--- src/design/rsof_pkg.sv ---
// Shared types and constants of the running statistics outlier flag block.
package rsof_pkg;

  localparam int NUM_ATTRS_DEF = 4;

  // configuration port
  localparam int CFG_IDX_W  = 3;
  localparam int CFG_DATA_W = 16;
  localparam logic [CFG_IDX_W-1:0] REG_WARMUP    = 3'd0;
  localparam logic [CFG_IDX_W-1:0] REG_THR_0     = 3'd1;
  localparam logic [CFG_IDX_W-1:0] REG_THR_1     = 3'd2;
  localparam logic [CFG_IDX_W-1:0] REG_THR_2     = 3'd3;
  localparam logic [CFG_IDX_W-1:0] REG_THR_3     = 3'd4;

  localparam int THR_W   = 12;
  localparam int CNT_W   = 16;
  localparam int SUM_W   = 32;
  localparam int SQ_W    = 46;
  localparam int MEAN_W  = 24;
  localparam int STD_W   = 23;
  localparam int BAND_W  = THR_W + STD_W;
  localparam int CMP_W   = 37;

  localparam logic [THR_W-1:0] THR_RESET = 12'd768;
  localparam logic [CNT_W-1:0] COUNT_MAX = 16'hFFFF;
  localparam logic [STD_W-1:0] STD_MAX   = 23'h7FFFFF;

  // shared divide / square-root unit
  localparam int IT_W  = 62;
  localparam int REM_W = 28;
  localparam int DVS_W = 16;
  localparam int STEP_W = 6;
  localparam logic [STEP_W-1:0] DIV_STEPS_M1  = 6'd61;
  localparam logic [STEP_W-1:0] SQRT_STEPS_M1 = 6'd23;

  // stream widths
  localparam int IN_DATA_W  = 16;
  localparam int IN_USER_W  = 2;
  localparam int OUT_DATA_W = 72;

  typedef enum logic {OP_DIV, OP_SQRT} op_t;

  typedef struct packed {
    logic start;
    op_t  op;
  } iter_req_t;

  typedef struct packed {
    logic done;
    logic rem_nz;
  } iter_rsp_t;

  typedef enum logic [3:0] {
    S_IDLE, S_MEAN_GO, S_MEAN, S_EX2_GO, S_EX2, S_SQRT_GO, S_SQRT,
    S_BAND, S_CMP, S_UPD, S_FIN
  } state_t;

endpackage

--- src/design/rsof_iter.sv ---
// Shared iterative unit: restoring divide by a 16-bit divisor, or integer square root.
module rsof_iter (
  input  logic                            clk,
  input  logic                            rst_n,
  input  rsof_pkg::iter_req_t             req,
  input  logic [rsof_pkg::IT_W-1:0]       operand,
  input  logic [rsof_pkg::DVS_W-1:0]      divisor,
  output rsof_pkg::iter_rsp_t             rsp,
  output logic [rsof_pkg::IT_W-1:0]       result
);

  logic                          busy_r;
  logic                          done_r;
  rsof_pkg::op_t                 op_r;
  logic [rsof_pkg::STEP_W-1:0]   cnt_r;
  logic [rsof_pkg::IT_W-1:0]     src_r;
  logic [rsof_pkg::IT_W-1:0]     acc_r;
  logic [rsof_pkg::REM_W-1:0]    rem_r;
  logic [rsof_pkg::DVS_W-1:0]    dvs_r;

  logic [rsof_pkg::REM_W-1:0]    rem_sh;
  logic [rsof_pkg::REM_W-1:0]    trial;
  logic                          ge;
  logic [rsof_pkg::REM_W-1:0]    rem_nxt;

  // divide brings down one bit a step, square root two
  always_comb begin
    if (op_r == rsof_pkg::OP_DIV) begin
      rem_sh = {rem_r[rsof_pkg::REM_W-2:0], src_r[rsof_pkg::IT_W-1]};
      trial  = {{(rsof_pkg::REM_W-rsof_pkg::DVS_W){1'b0}}, dvs_r};
    end else begin
      rem_sh = {rem_r[rsof_pkg::REM_W-3:0], src_r[rsof_pkg::IT_W-1 -: 2]};
      trial  = {2'b00, acc_r[23:0], 2'b01};
    end
    ge      = (rem_sh >= trial);
    rem_nxt = ge ? (rem_sh - trial) : rem_sh;
  end

  always_ff @(posedge clk) begin
    if (!rst_n) begin
      busy_r <= 1'b0;
      done_r <= 1'b0;
    end else begin
      done_r <= 1'b0;
      if (req.start) begin
        busy_r <= 1'b1;
        cnt_r  <= (req.op == rsof_pkg::OP_DIV) ? rsof_pkg::DIV_STEPS_M1
                                               : rsof_pkg::SQRT_STEPS_M1;
      end else if (busy_r) begin
        cnt_r <= cnt_r - 1'b1;
        if (cnt_r == '0) begin
          busy_r <= 1'b0;
          done_r <= 1'b1;
        end
      end
    end
  end

  always_ff @(posedge clk) begin
    if (req.start) begin
      op_r  <= req.op;
      src_r <= operand;
      dvs_r <= divisor;
      acc_r <= '0;
      rem_r <= '0;
    end else if (busy_r) begin
      src_r <= (op_r == rsof_pkg::OP_DIV) ? {src_r[rsof_pkg::IT_W-2:0], 1'b0}
                                          : {src_r[rsof_pkg::IT_W-3:0], 2'b00};
      acc_r <= {acc_r[rsof_pkg::IT_W-2:0], ge};
      rem_r <= rem_nxt;
    end
  end

  assign rsp.done   = done_r;
  assign rsp.rem_nz = (rem_r != '0);
  assign result     = acc_r;

endmodule

--- src/design/running_stats_outlier_flag.sv ---
// Top level: per-attribute running statistics, outlier check and object report.
//
// Input stream: in_tdata carries one signed Q8.8 value, in_tuser the attribute
// index and in_tlast marks the last value of an object. Results leave on the
// out_ stream, one per object, once the object's last value is done.
// Configuration: cfg_we writes register cfg_index (0 warm-up count, 1..4 thresholds).
//
// Sequence per request: a value whose attribute count has not passed the warm-up
// count goes through the update and finish states before in_tready is high again,
// one whose attribute index is out of range through the finish state only. A
// checked value runs two 62-step divisions (mean, mean square) and a 24-step
// square root, all on the one shared divide/root unit, plus start and hand-over
// states and the band multiply, the compare and the update.
// in_tready is high only while the sequencer is idle.
//
// Reset (synchronous, rst_n low) clears all statistics, the pending flag and
// the output valid flag, and loads the default thresholds.
// A result held in the output register does not block new requests; only the
// next object end waits until out_tready has taken the previous result.
module running_stats_outlier_flag #(
  parameter int NUM_ATTRS = rsof_pkg::NUM_ATTRS_DEF
) (
  input  logic                                clk,
  input  logic                                rst_n,
  input  logic                                in_tvalid,
  output logic                                in_tready,
  input  logic [rsof_pkg::IN_DATA_W-1:0]      in_tdata,   // [15:0] sample
  input  logic [rsof_pkg::IN_USER_W-1:0]      in_tuser,   // [1:0] attr_index
  input  logic                                in_tlast,
  output logic                                out_tvalid,
  input  logic                                out_tready,
  // [0] anomalous, [2:1] first_index, [18:3] seen_count, [42:19] mean_out,
  // [65:43] stddev_out, [71:66] zero
  output logic [rsof_pkg::OUT_DATA_W-1:0]     out_tdata,
  input  logic                                cfg_we,
  input  logic [rsof_pkg::CFG_IDX_W-1:0]      cfg_index,
  input  logic [rsof_pkg::CFG_DATA_W-1:0]     cfg_wdata
);

  localparam int IW = (NUM_ATTRS > 1) ? $clog2(NUM_ATTRS) : 1;
  localparam logic [2:0] NUM_ATTRS_V = 3'(NUM_ATTRS);

  // configuration
  logic [rsof_pkg::CNT_W-1:0] warm_cnt_r;
  logic [rsof_pkg::THR_W-1:0] thr_r [4];

  // statistics
  logic [rsof_pkg::CNT_W-1:0]        cnt_r [NUM_ATTRS];
  logic signed [rsof_pkg::SUM_W-1:0] sum_r [NUM_ATTRS];
  logic [rsof_pkg::SQ_W-1:0]         sq_r  [NUM_ATTRS];

  // current request
  rsof_pkg::state_t              state_r, state_nxt;
  logic [rsof_pkg::IN_USER_W-1:0] idx_r;
  logic signed [15:0]            d_r;
  logic                          end_r;
  logic [rsof_pkg::CNT_W-1:0]    c_r;

  logic signed [rsof_pkg::MEAN_W-1:0] mean_r;
  logic [47:0]                        msq_r;
  logic [46:0]                        ex2_r;
  logic [rsof_pkg::STD_W-1:0]         std_r;
  logic [rsof_pkg::BAND_W-1:0]        band_r;

  // object report
  logic                               flag_r;
  logic [rsof_pkg::IN_USER_W-1:0]     rep_idx_r;
  logic [rsof_pkg::CNT_W-1:0]         rep_cnt_r;
  logic [rsof_pkg::MEAN_W-1:0]        rep_mean_r;
  logic [rsof_pkg::STD_W-1:0]         rep_std_r;

  logic                               out_valid_r;
  logic [rsof_pkg::OUT_DATA_W-1:0]    out_data_r;

  // shared unit
  rsof_pkg::iter_req_t           it_req;
  rsof_pkg::iter_rsp_t           it_rsp;
  logic [rsof_pkg::IT_W-1:0]     it_operand;
  logic [rsof_pkg::IT_W-1:0]     it_result;

  logic                          in_acc;
  logic                          in_range_in;
  logic [IW-1:0]                 ai;
  logic [IW-1:0]                 ai_in;
  logic                          sum_neg;
  logic [32:0]                   sum_mag;
  logic [24:0]                   q_mean;
  logic [48:0]                   var_diff;
  logic [47:0]                   var_cl;
  logic [23:0]                   root;
  logic signed [rsof_pkg::CMP_W-1:0] dv, mv, bandx, hi, lo;
  logic                          outlier;
  logic                          out_free;

  assign in_tready   = (state_r == rsof_pkg::S_IDLE);
  assign in_acc      = in_tvalid && in_tready;
  assign in_range_in = ({1'b0, in_tuser} < NUM_ATTRS_V);
  assign ai          = idx_r[IW-1:0];
  assign ai_in       = in_tuser[IW-1:0];
  assign out_free    = !out_valid_r || out_tready;

  always_comb begin
    sum_neg    = sum_r[ai][rsof_pkg::SUM_W-1];
    sum_mag    = sum_neg ? (33'd0 - {sum_r[ai][rsof_pkg::SUM_W-1], sum_r[ai]})
                         : {1'b0, sum_r[ai]};
    q_mean     = it_result[24:0] + {24'd0, it_rsp.rem_nz};
    var_diff   = {2'b00, ex2_r} - {1'b0, msq_r};
    var_cl     = var_diff[48] ? 48'd0 : var_diff[47:0];
    root       = it_result[23:0];
    dv         = {{5{d_r[15]}}, d_r, 16'd0};
    mv         = {{5{mean_r[rsof_pkg::MEAN_W-1]}}, mean_r, 8'd0};
    bandx      = {2'b00, band_r};
    hi         = mv + bandx;
    lo         = mv - bandx;
    outlier    = (dv > hi) || (dv < lo);
  end

  // operand select for the shared unit
  always_comb begin
    it_req.start = 1'b0;
    it_req.op    = rsof_pkg::OP_DIV;
    it_operand   = '0;
    unique case (state_r)
      rsof_pkg::S_MEAN_GO: begin
        it_req.start = 1'b1;
        it_operand   = {21'd0, sum_mag, 8'd0};
      end
      rsof_pkg::S_EX2_GO: begin
        it_req.start = 1'b1;
        it_operand   = {sq_r[ai], 16'd0};
      end
      rsof_pkg::S_SQRT_GO: begin
        it_req.start = 1'b1;
        it_req.op    = rsof_pkg::OP_SQRT;
        it_operand   = {var_cl, 14'd0};
      end
      default: ;
    endcase
  end

  rsof_iter u_iter (
    .clk     (clk),
    .rst_n   (rst_n),
    .req     (it_req),
    .operand (it_operand),
    .divisor (c_r),
    .rsp     (it_rsp),
    .result  (it_result)
  );

  // sequencer
  always_ff @(posedge clk) begin
    if (!rst_n) state_r <= rsof_pkg::S_IDLE;
    else        state_r <= state_nxt;
  end

  always_comb begin
    state_nxt = state_r;
    unique case (state_r)
      rsof_pkg::S_IDLE: begin
        if (in_acc) begin
          if (!in_range_in)                       state_nxt = rsof_pkg::S_FIN;
          else if (cnt_r[ai_in] > warm_cnt_r)     state_nxt = rsof_pkg::S_MEAN_GO;
          else                                    state_nxt = rsof_pkg::S_UPD;
        end
      end
      rsof_pkg::S_MEAN_GO: state_nxt = rsof_pkg::S_MEAN;
      rsof_pkg::S_MEAN:    if (it_rsp.done) state_nxt = rsof_pkg::S_EX2_GO;
      rsof_pkg::S_EX2_GO:  state_nxt = rsof_pkg::S_EX2;
      rsof_pkg::S_EX2:     if (it_rsp.done) state_nxt = rsof_pkg::S_SQRT_GO;
      rsof_pkg::S_SQRT_GO: state_nxt = rsof_pkg::S_SQRT;
      rsof_pkg::S_SQRT:    if (it_rsp.done) state_nxt = rsof_pkg::S_BAND;
      rsof_pkg::S_BAND:    state_nxt = rsof_pkg::S_CMP;
      rsof_pkg::S_CMP:     state_nxt = rsof_pkg::S_UPD;
      rsof_pkg::S_UPD:     state_nxt = rsof_pkg::S_FIN;
      rsof_pkg::S_FIN:     if (!end_r || out_free) state_nxt = rsof_pkg::S_IDLE;
      default:             state_nxt = rsof_pkg::S_IDLE;
    endcase
  end

  // request capture and datapath
  always_ff @(posedge clk) begin
    if (in_acc) begin
      idx_r <= in_tuser;
      d_r   <= signed'(in_tdata);
      end_r <= in_tlast;
      c_r   <= in_range_in ? cnt_r[ai_in] : '0;
    end
    if (state_r == rsof_pkg::S_MEAN && it_rsp.done) begin
      mean_r <= sum_neg ? rsof_pkg::MEAN_W'(25'd0 - q_mean)
                        : it_result[rsof_pkg::MEAN_W-1:0];
    end
    if (state_r == rsof_pkg::S_EX2_GO) msq_r <= 48'(mean_r * mean_r);
    if (state_r == rsof_pkg::S_EX2 && it_rsp.done) ex2_r <= it_result[46:0];
    if (state_r == rsof_pkg::S_SQRT && it_rsp.done) begin
      std_r <= root[23] ? rsof_pkg::STD_MAX : root[rsof_pkg::STD_W-1:0];
    end
    if (state_r == rsof_pkg::S_BAND) begin
      band_r <= rsof_pkg::BAND_W'(thr_r[idx_r] * std_r);
    end
  end

  // statistics, report, output and configuration
  always_ff @(posedge clk) begin
    if (!rst_n) begin
      for (int i = 0; i < NUM_ATTRS; i++) begin
        cnt_r[i] <= '0;
        sum_r[i] <= '0;
        sq_r[i]  <= '0;
      end
      warm_cnt_r  <= '0;
      for (int i = 0; i < 4; i++) thr_r[i] <= rsof_pkg::THR_RESET;
      flag_r      <= 1'b0;
      rep_idx_r   <= '0;
      rep_cnt_r   <= '0;
      rep_mean_r  <= '0;
      rep_std_r   <= '0;
      out_valid_r <= 1'b0;
    end else begin
      if (cfg_we) begin
        unique case (cfg_index)
          rsof_pkg::REG_WARMUP:    warm_cnt_r <= cfg_wdata;
          rsof_pkg::REG_THR_0:     thr_r[0] <= cfg_wdata[rsof_pkg::THR_W-1:0];
          rsof_pkg::REG_THR_1:     thr_r[1] <= cfg_wdata[rsof_pkg::THR_W-1:0];
          rsof_pkg::REG_THR_2:     thr_r[2] <= cfg_wdata[rsof_pkg::THR_W-1:0];
          rsof_pkg::REG_THR_3:     thr_r[3] <= cfg_wdata[rsof_pkg::THR_W-1:0];
          default: ;
        endcase
      end

      if (state_r == rsof_pkg::S_CMP && outlier && !flag_r) begin
        flag_r     <= 1'b1;
        rep_idx_r  <= idx_r;
        rep_cnt_r  <= c_r;
        rep_mean_r <= mean_r;
        rep_std_r  <= std_r;
      end

      // a saturated count freezes the attribute's statistics
      if (state_r == rsof_pkg::S_UPD && c_r != rsof_pkg::COUNT_MAX) begin
        cnt_r[ai] <= c_r + 1'b1;
        sum_r[ai] <= sum_r[ai] + rsof_pkg::SUM_W'(d_r);
        sq_r[ai]  <= sq_r[ai] + rsof_pkg::SQ_W'(unsigned'(32'(d_r * d_r)));
      end

      if (state_r == rsof_pkg::S_FIN && end_r && out_free) begin
        out_valid_r <= 1'b1;
        out_data_r  <= {6'd0, rep_std_r, rep_mean_r, rep_cnt_r, rep_idx_r, flag_r};
        flag_r      <= 1'b0;
        rep_idx_r   <= '0;
        rep_cnt_r   <= '0;
        rep_mean_r  <= '0;
        rep_std_r   <= '0;
      end else if (out_tready) begin
        out_valid_r <= 1'b0;
      end
    end
  end

  assign out_tvalid = out_valid_r;
  assign out_tdata  = out_data_r;

endmodule

--- config.mk ---
export PLATFORM = sky130hd
export DESIGN_NAME = running_stats_outlier_flag
export DESIGN_NICKNAME = d
export VERILOG_FILES = /design/src/design/rsof_pkg.sv /design/src/design/rsof_iter.sv /design/src/design/running_stats_outlier_flag.sv
export SDC_FILE = /design/constraint.sdc
export NUM_CORES = 2
export LEC_CHECK = 0
export BUFFER_PORTS_ARGS = -buffer_cell sky130_fd_sc_hd__clkbuf_2
export CORE_MARGIN = 8
export CORE_UTILIZATION = 45
export DETAILED_ROUTE_END_ITERATION = 16
export PLACE_DENSITY = 0.66
export SYNTH_ARGS = -nofsm -noshare
export SYNTH_HDL_FRONTEND = slang
export SYNTH_SLANG_ARGS = --single-unit
--- constraint.sdc ---
create_clock -name clk -period 11.17 [get_ports clk]
set_input_delay 1.6755 -clock clk [delete_from_list [all_inputs] [get_ports clk]]
set_output_delay 1.6755 -clock clk [all_outputs]
set_load 0.05 [all_outputs]
=== Yosys cells after proc, flatten, opt, wreduce, memory -nomap -nowiden ===
Memories as Yosys holds them, arrays and structs flattened. A register that Yosys moved wholly into a read port is not among the register bits.
Cells that the tools add are included.

* Bits of input ports: 43
* Output and inout port bits: 74
* Logic and storage cells: 169
* Flip-flop bits (word level): 527
* Memory bits (writable): 424
* Memories kept: 4

{| class="wikitable"
|+ Memory list
! name !! depth !! width !! rd ports !! clocked after Yosys merged registers in !! wr ports !! line !! source
|-
| sq_r || 4 || 46 || 1 || 1 || 4 || running_stats_outlier_flag.sv:50 || <nowiki>logic [rsof_pkg::SQ_W-1:0] sq_r [NUM_ATTRS];</nowiki>
|-
| sum_r || 4 || 32 || 1 || 1 || 4 || running_stats_outlier_flag.sv:49 || <nowiki>logic signed [rsof_pkg::SUM_W-1:0] sum_r [NUM_ATTRS];</nowiki>
|-
| cnt_r || 4 || 16 || 1 || 0 || 4 || running_stats_outlier_flag.sv:48 || <nowiki>logic [rsof_pkg::CNT_W-1:0] cnt_r [NUM_ATTRS];</nowiki>
|-
| thr_r || 4 || 12 || 1 || 1 || 4 || running_stats_outlier_flag.sv:45 || <nowiki>logic [rsof_pkg::THR_W-1:0] thr_r [4];</nowiki>
|}

* Mux-type cells: 64
* $lt $le $gt $ge: 4
* Bitwise operators: 6
* Reductions and logical operators: 31
* Equal/unequal tests: 20
* Add/sub/neg operators: 11
* Multiply operators: 3

{| class="wikitable"
|+ Operators with widths
! cell !! count
|-
| 62-bit two-way mux || 3
|-
| 62-bit case mux with 3 select lines || 1
|-
| 28-bit two-way mux || 2
|-
| 47-bit by 48-bit subtractor with 49-bit output || 1
|-
| 24-bit by 24-bit multiplier with 48-bit output || 1
|-
| 12-bit two-way mux || 4
|-
| 48-bit two-way mux || 1
|-
| 46-bit by 32-bit adder with 46-bit output || 1
|-
| 46-bit two-way mux || 1
|-
| 46-bit OR reduction || 1
|-
| 4-bit case mux with 11 select lines || 1
|-
| 32-bit by 36-bit adder with 37-bit output || 1
|-
| 32-bit by 37-bit greater-than comparator with 1-bit output || 1
|-
| 32-bit by 37-bit less-than comparator with 1-bit output || 1
|-
| 32-bit by 36-bit subtractor with 37-bit output || 1
|-
| 12-bit by 23-bit multiplier with 35-bit output || 1
|-
| 33-bit two-way mux || 1
|-
| 1-bit by 32-bit subtractor with 33-bit output (first input constant) || 1
|-
| 32-bit by 16-bit adder with 32-bit output || 1
|-
| 16-bit by 16-bit multiplier with 32-bit output || 1
|-
| 32-bit two-way mux || 1
|-
| 32-bit OR reduction || 1
|-
| 1-bit two-way mux || 31
|-
| 28-bit by 26-bit greater-or-equal comparator with 1-bit output || 1
|-
| other kinds (37) || 79
|}

=== Longest topological paths before layout ===
* Depth in word-level cells: 7
* Mapped depth: 37
* Mapped depth without buffers: 35

=== Cells and area by module ===
From an unflattened synthesis, not the netlist that was laid out.

* Cell total of the unflattened synthesis: 8506
* Area total of the unflattened synthesis: 87637.8 sq um

{| class="wikitable"
|+ By module, submodules not included
! module !! cells each !! sequential area each (sq um) !! area an instance (sq um) !! instances
|-
| running_stats_outlier_flag || 7566 || 22831.9 || 78144.9 || 1
|-
| rsof_iter || 940 || 4394.2 || 9492.9 || 1
|}

=== Least setup slack after synthesis ===
No wires, ideal clock.

* Kind: register to register
* From: reg d_r[15]
* To: mem sq_r[0][38] (netlist name) (data pin)
* Arrival time: 8.472 ns
* Data required time: 10.898 ns
* Cell stages (with the launch flop): 30
* Library setup time: 0.272 ns
* Clock period less this slack: 8.744 ns
* Path buffers: 2
* Setup slack: 2.426 ns
* Cell sequence: edfxtp_1 clkbuf_1 inv_1 buf_1 nor2_1 fa_1 inv_1 fa_1 inv_1 fa_1 fa_1 fa_1 inv_1 fa_1 inv_1 ha_1 a211o_1 or3_1 o21ai_0 nor2_1 xor2_1 ha_1 a21o_1 a21o_1 a21oi_1 o2111a_1 o31ai_1 nand3_1 o21ai_0 a21oi_1

{| class="wikitable"
|+ RTL lines
! what !! line !! source
|-
| start: declaration || running_stats_outlier_flag.sv:55 || <nowiki>logic signed [15:0] d_r;</nowiki>
|-
| start signal: assignment || running_stats_outlier_flag.sv:185 || <nowiki>d_r <= signed'(in_tdata);</nowiki>
|-
| end: declaration || running_stats_outlier_flag.sv:50 ||
|}

==> summary.md <==
| Metric | Value |
|---|---|
| CP peak stage delay | `a little over 1000 ps` |
| PortBufs | `110` |
| Root Driver | `clkbuf_16` |
| Worst EP required | `11800 ps` |
| Sequential area share after synthesis | `30.9%` |
| Reg2Reg Depth | `27` |
| Layout fillers | `17300` |
| Vias in the first global route | `64200` |
| H-tree depth | `3` |
| Tcrit/Tclk final | `about nine tenths` |
| Final setup violation count | `0` |
| Worst r2r dst | `sq_r[2][41]` |
| Startpoint types | `register` |
| Site row count | `161` |
| Synth cell types | `89` |
| Final wirelength | `between 200 and 250 mm` |
| Cell family with most CP delay | `adder cells` |
| Reg2Reg Setup Slack | `1300 ps` |
| TritonRoute pass-1 iters | `9` |
| Critical Path End Type | `register` |
| Resized cells post-CTS | `0` |
| Final hold violations | `0` |
| Die Height | `between 400 and 500 um` |
| Stages on the worst setup path | `27` |
| Reg-to-reg startpoint | `d_r[12]` |
| Final setup TNS | `0 ps` |
| FMAX | `101 MHz` |
| CTS tree | `built` |
| CP Buf/Inv Count | `3` |
| Die area | `206000 um2` |
| EDFF count, synth | `778` |
| Ys async rst share | `0%` |
| M3 GR Usage | `3.68%` |
| Clk slew on worst S/H paths | `60 ps` |
| First-pass GRT wire length | `approximately 380 mm` |
| Critical Path Sink | `sq_r[2][41]` |
| CTS buffer count | `approximately 110` |
| Met1 Use GR | `between 30% and 40%` |
| Detailed Place HPWL | `around 180 mm` |
| Run status | `finished, final reports clean` |
| Gr busiest metal | `met2` |
| I/O Pins | `about 120` |
| GR Util met2 | `37.4%` |
| Hold Path Cell Cnt | `0` |
| CTS Buffer Depth | `3` |
| P&R area growth vs syn | `8.06%` |
| Rel. slew slack | `roughly 18%` |
| Share of the synthesized area in the top cell type | `27.0%` |
| Synth Instances | `approximately 8400` |
| Iter 0 DRT Violations | `5339` |
| RSZ-0062 raised after global routing | `false` |
| Avg Inst Size Synth | `~10 um2` |
| GRT Residual Overflow | `0` |
| MaxCap Viol Count | `0` |
| Yosys warnings | `0` |
| Slew @ Worst Pin | `about 1200 ps` |
| Gr usage total | `between 20% and 30%` |
| Fin crit period | `roughly 9900 ps` |
| Drt drc | `0` |
| Syn Std Cell Area | `roughly 86000 um2` |
| Yosys top cell by area | `edfxtp_1` |
| Clk_skew | `roughly 82 ps` |
| Starting Density | `between 40% and 50%` |
| Vias per Instance | `5.60` |
| Hold-fix buffers at CTS | `0` |
| Sink Count | `about 940` |
| Gpl congestion | `around 0.94` |
| Main flop type after synthesis | `edfxtp_1` |
| Top post-synthesis cells by area | `edfxtp_1 27%, fa_1 23%, ha_1 8.4%` |
| Worst-Skew Late Latency | `between 700 and 800 ps` |
| Antenna-violating nets left | `0` |
| Initial antenna violation count | `9` |
| Max-slew violations | `0` |
| DR WL/cell | `around 22 um` |
| Cell with the most instances after synthesis | `inv_1` |
| DR vias | `61400` |
| Share of cells above drive strength 1 | `under 10%` |
| Arr. time, crit path | `around 10000 ps` |
| CP dominant cell by count | `fa_1` |
| Total core area | `approximately 190000 um2` |
| CP max FO | `20` |
| #FFs+latches synth | `944` |
| Setup Crit Path Kind | `register to register` |
| Critical-path top delay cell | `edfxtp_1` |
| Post-CTS Setup Inserts | `0` |
| Worst setup path startpoint | `d_r[12]` |
| Die Wd | `roughly 450 um` |
| Largest net degree at the start of global routing | `73` |
| Leading cell types by count after synthesis | `1373 x inv_1, 1009 x fa_1, 778 x edfxtp_1` |
| Hold WC Path Type | `register to register` |
| Fin nets | `around 10000` |
## per-stage QoR
stage | hold slack [ps] | std cells | setup WS [ps] | utilization (%) | area [um2]
2_1_floorplan | 402 | 8361 | 2430 | - | 86500
3_3_place_gp | 406 | 10800 | 1510 | 46.8 | 89700
3_5_place_dp | 410 | 10800 | 1310 | 46.8 | 89700
4_1_cts | 400 | 11000 | 1210 | 48.7 | 93400
5_1_grt | 427 | 11000 | 607 | 48.7 | 93400
6_report | 400 | 11000 | 1300 | 48.7 | 93400
## final cells by class
class                   instances  area (um2)  share of cell area [%]
diodes                          5        12.5                  0.0134
clock buffers                 121        2730                    2.92
clock inverters                77         996                    1.07
inverters                    1380        5180                    5.55
multi-input cells            5695       53400                    57.1
flip-flops and latches        944       26700                    28.6
well taps                    2526        3160                    3.38
repair buffers                208        1290                    1.38
## registers in the layout, summed over array words and instances (netlist names), 24 cells and up, named ones only
| name | cells |
|---|---|
| sum_r | 128 |
| u_iter.src_r | 54 |
| ex2_r | 47 |
| cnt_r | 64 |
| rep_mean_r | 24 |
| out_tdata | 66 |
| thr_r | 48 |
| mean_r | 24 |
| msq_r | 47 |
| u_iter.result | 47 |
| u_iter.rem_r | 28 |
| sq_r | 184 |
| band_r | 35 |
## worst reg2reg max path, cell delays in order (launching register included)
cell	delay, ps
edfxtp_1	1010
nand2_1	230
fa_1	650
fa_1	450
fa_1	520
inv_1	50
fa_1	460
fa_1	560
inv_1	60
fa_1	540
inv_1	40
ha_1	340
nand4_1	150
a211oi_1	270
o21ai_0	270
a2111oi_0	850
o21ai_0	360
o21bai_1	280
a21oi_1	120
xnor2_1	240
ha_1	340
nor2b_1	150
o21ai_0	150
nand2b_1	90
a21oi_1	570
a21oi_1	310
a21boi_0	480
o21a_1	200
## worst min path at each step
| stage | startpoint | endpoint |
|---|---|---|
| floorplan | rep_cnt_r[15] | out_tdata[18] |
| global placement | rep_std_r[11] | out_tdata[54] |
| detailed placement | rep_std_r[17] | out_tdata[60] |
| CTS | rep_std_r[9] | out_tdata[52] |
| global route | rep_std_r[9] | out_tdata[52] |
| finish | rep_std_r[9] | out_tdata[52] |
## routing by layer
| metal | routed length (um) | share of wire (%) |
|---|---|---|
| met3 | 18000 | 7.4 |
| met5 | 32 | 0.013 |
| met2 | 111000 | 46 |
| met1 | 101000 | 42 |
| met4 | 11800 | 4.9 |
## placed cells by master (no fill, tap or decap), types with 49 or more instances in the layout
master        n
inv_1      1371
fa_1       1009
edfxtp_1    778
nand2_1     672
nor2_1      633
ha_1        577
a21oi_1     335
and2_1      318
o21ai_0     244
xnor2_1     239
dfxtp_1     163
nand3_1     140
a21o_1      135
xor2_1      120
clkbuf_2    110
mux2i_1     108
clkbuf_16   105
mux4_2      104
buf_4        98
o21a_1       73
nand2b_1     71
nor3_1       62
a21boi_1     59
mux2_2       54
o21bai_1     49
## cell families after synthesis
family	after synthesis	synth area share, %
AND/OR/NAND/NOR	2202	12.0
buffers and inverters	1722	7.60
adder cells (fa/ha/maj)	1586	31.7
AO/OA/AOI/OAI	1276	9.54
flip-flops	944	30.9
XOR/XNOR	359	3.64
multiplexers	266	4.66
other	1	0.00434
Power is not shown: default switching activity piles up to over one toggle a cycle in this logic, so the estimate is an artifact.
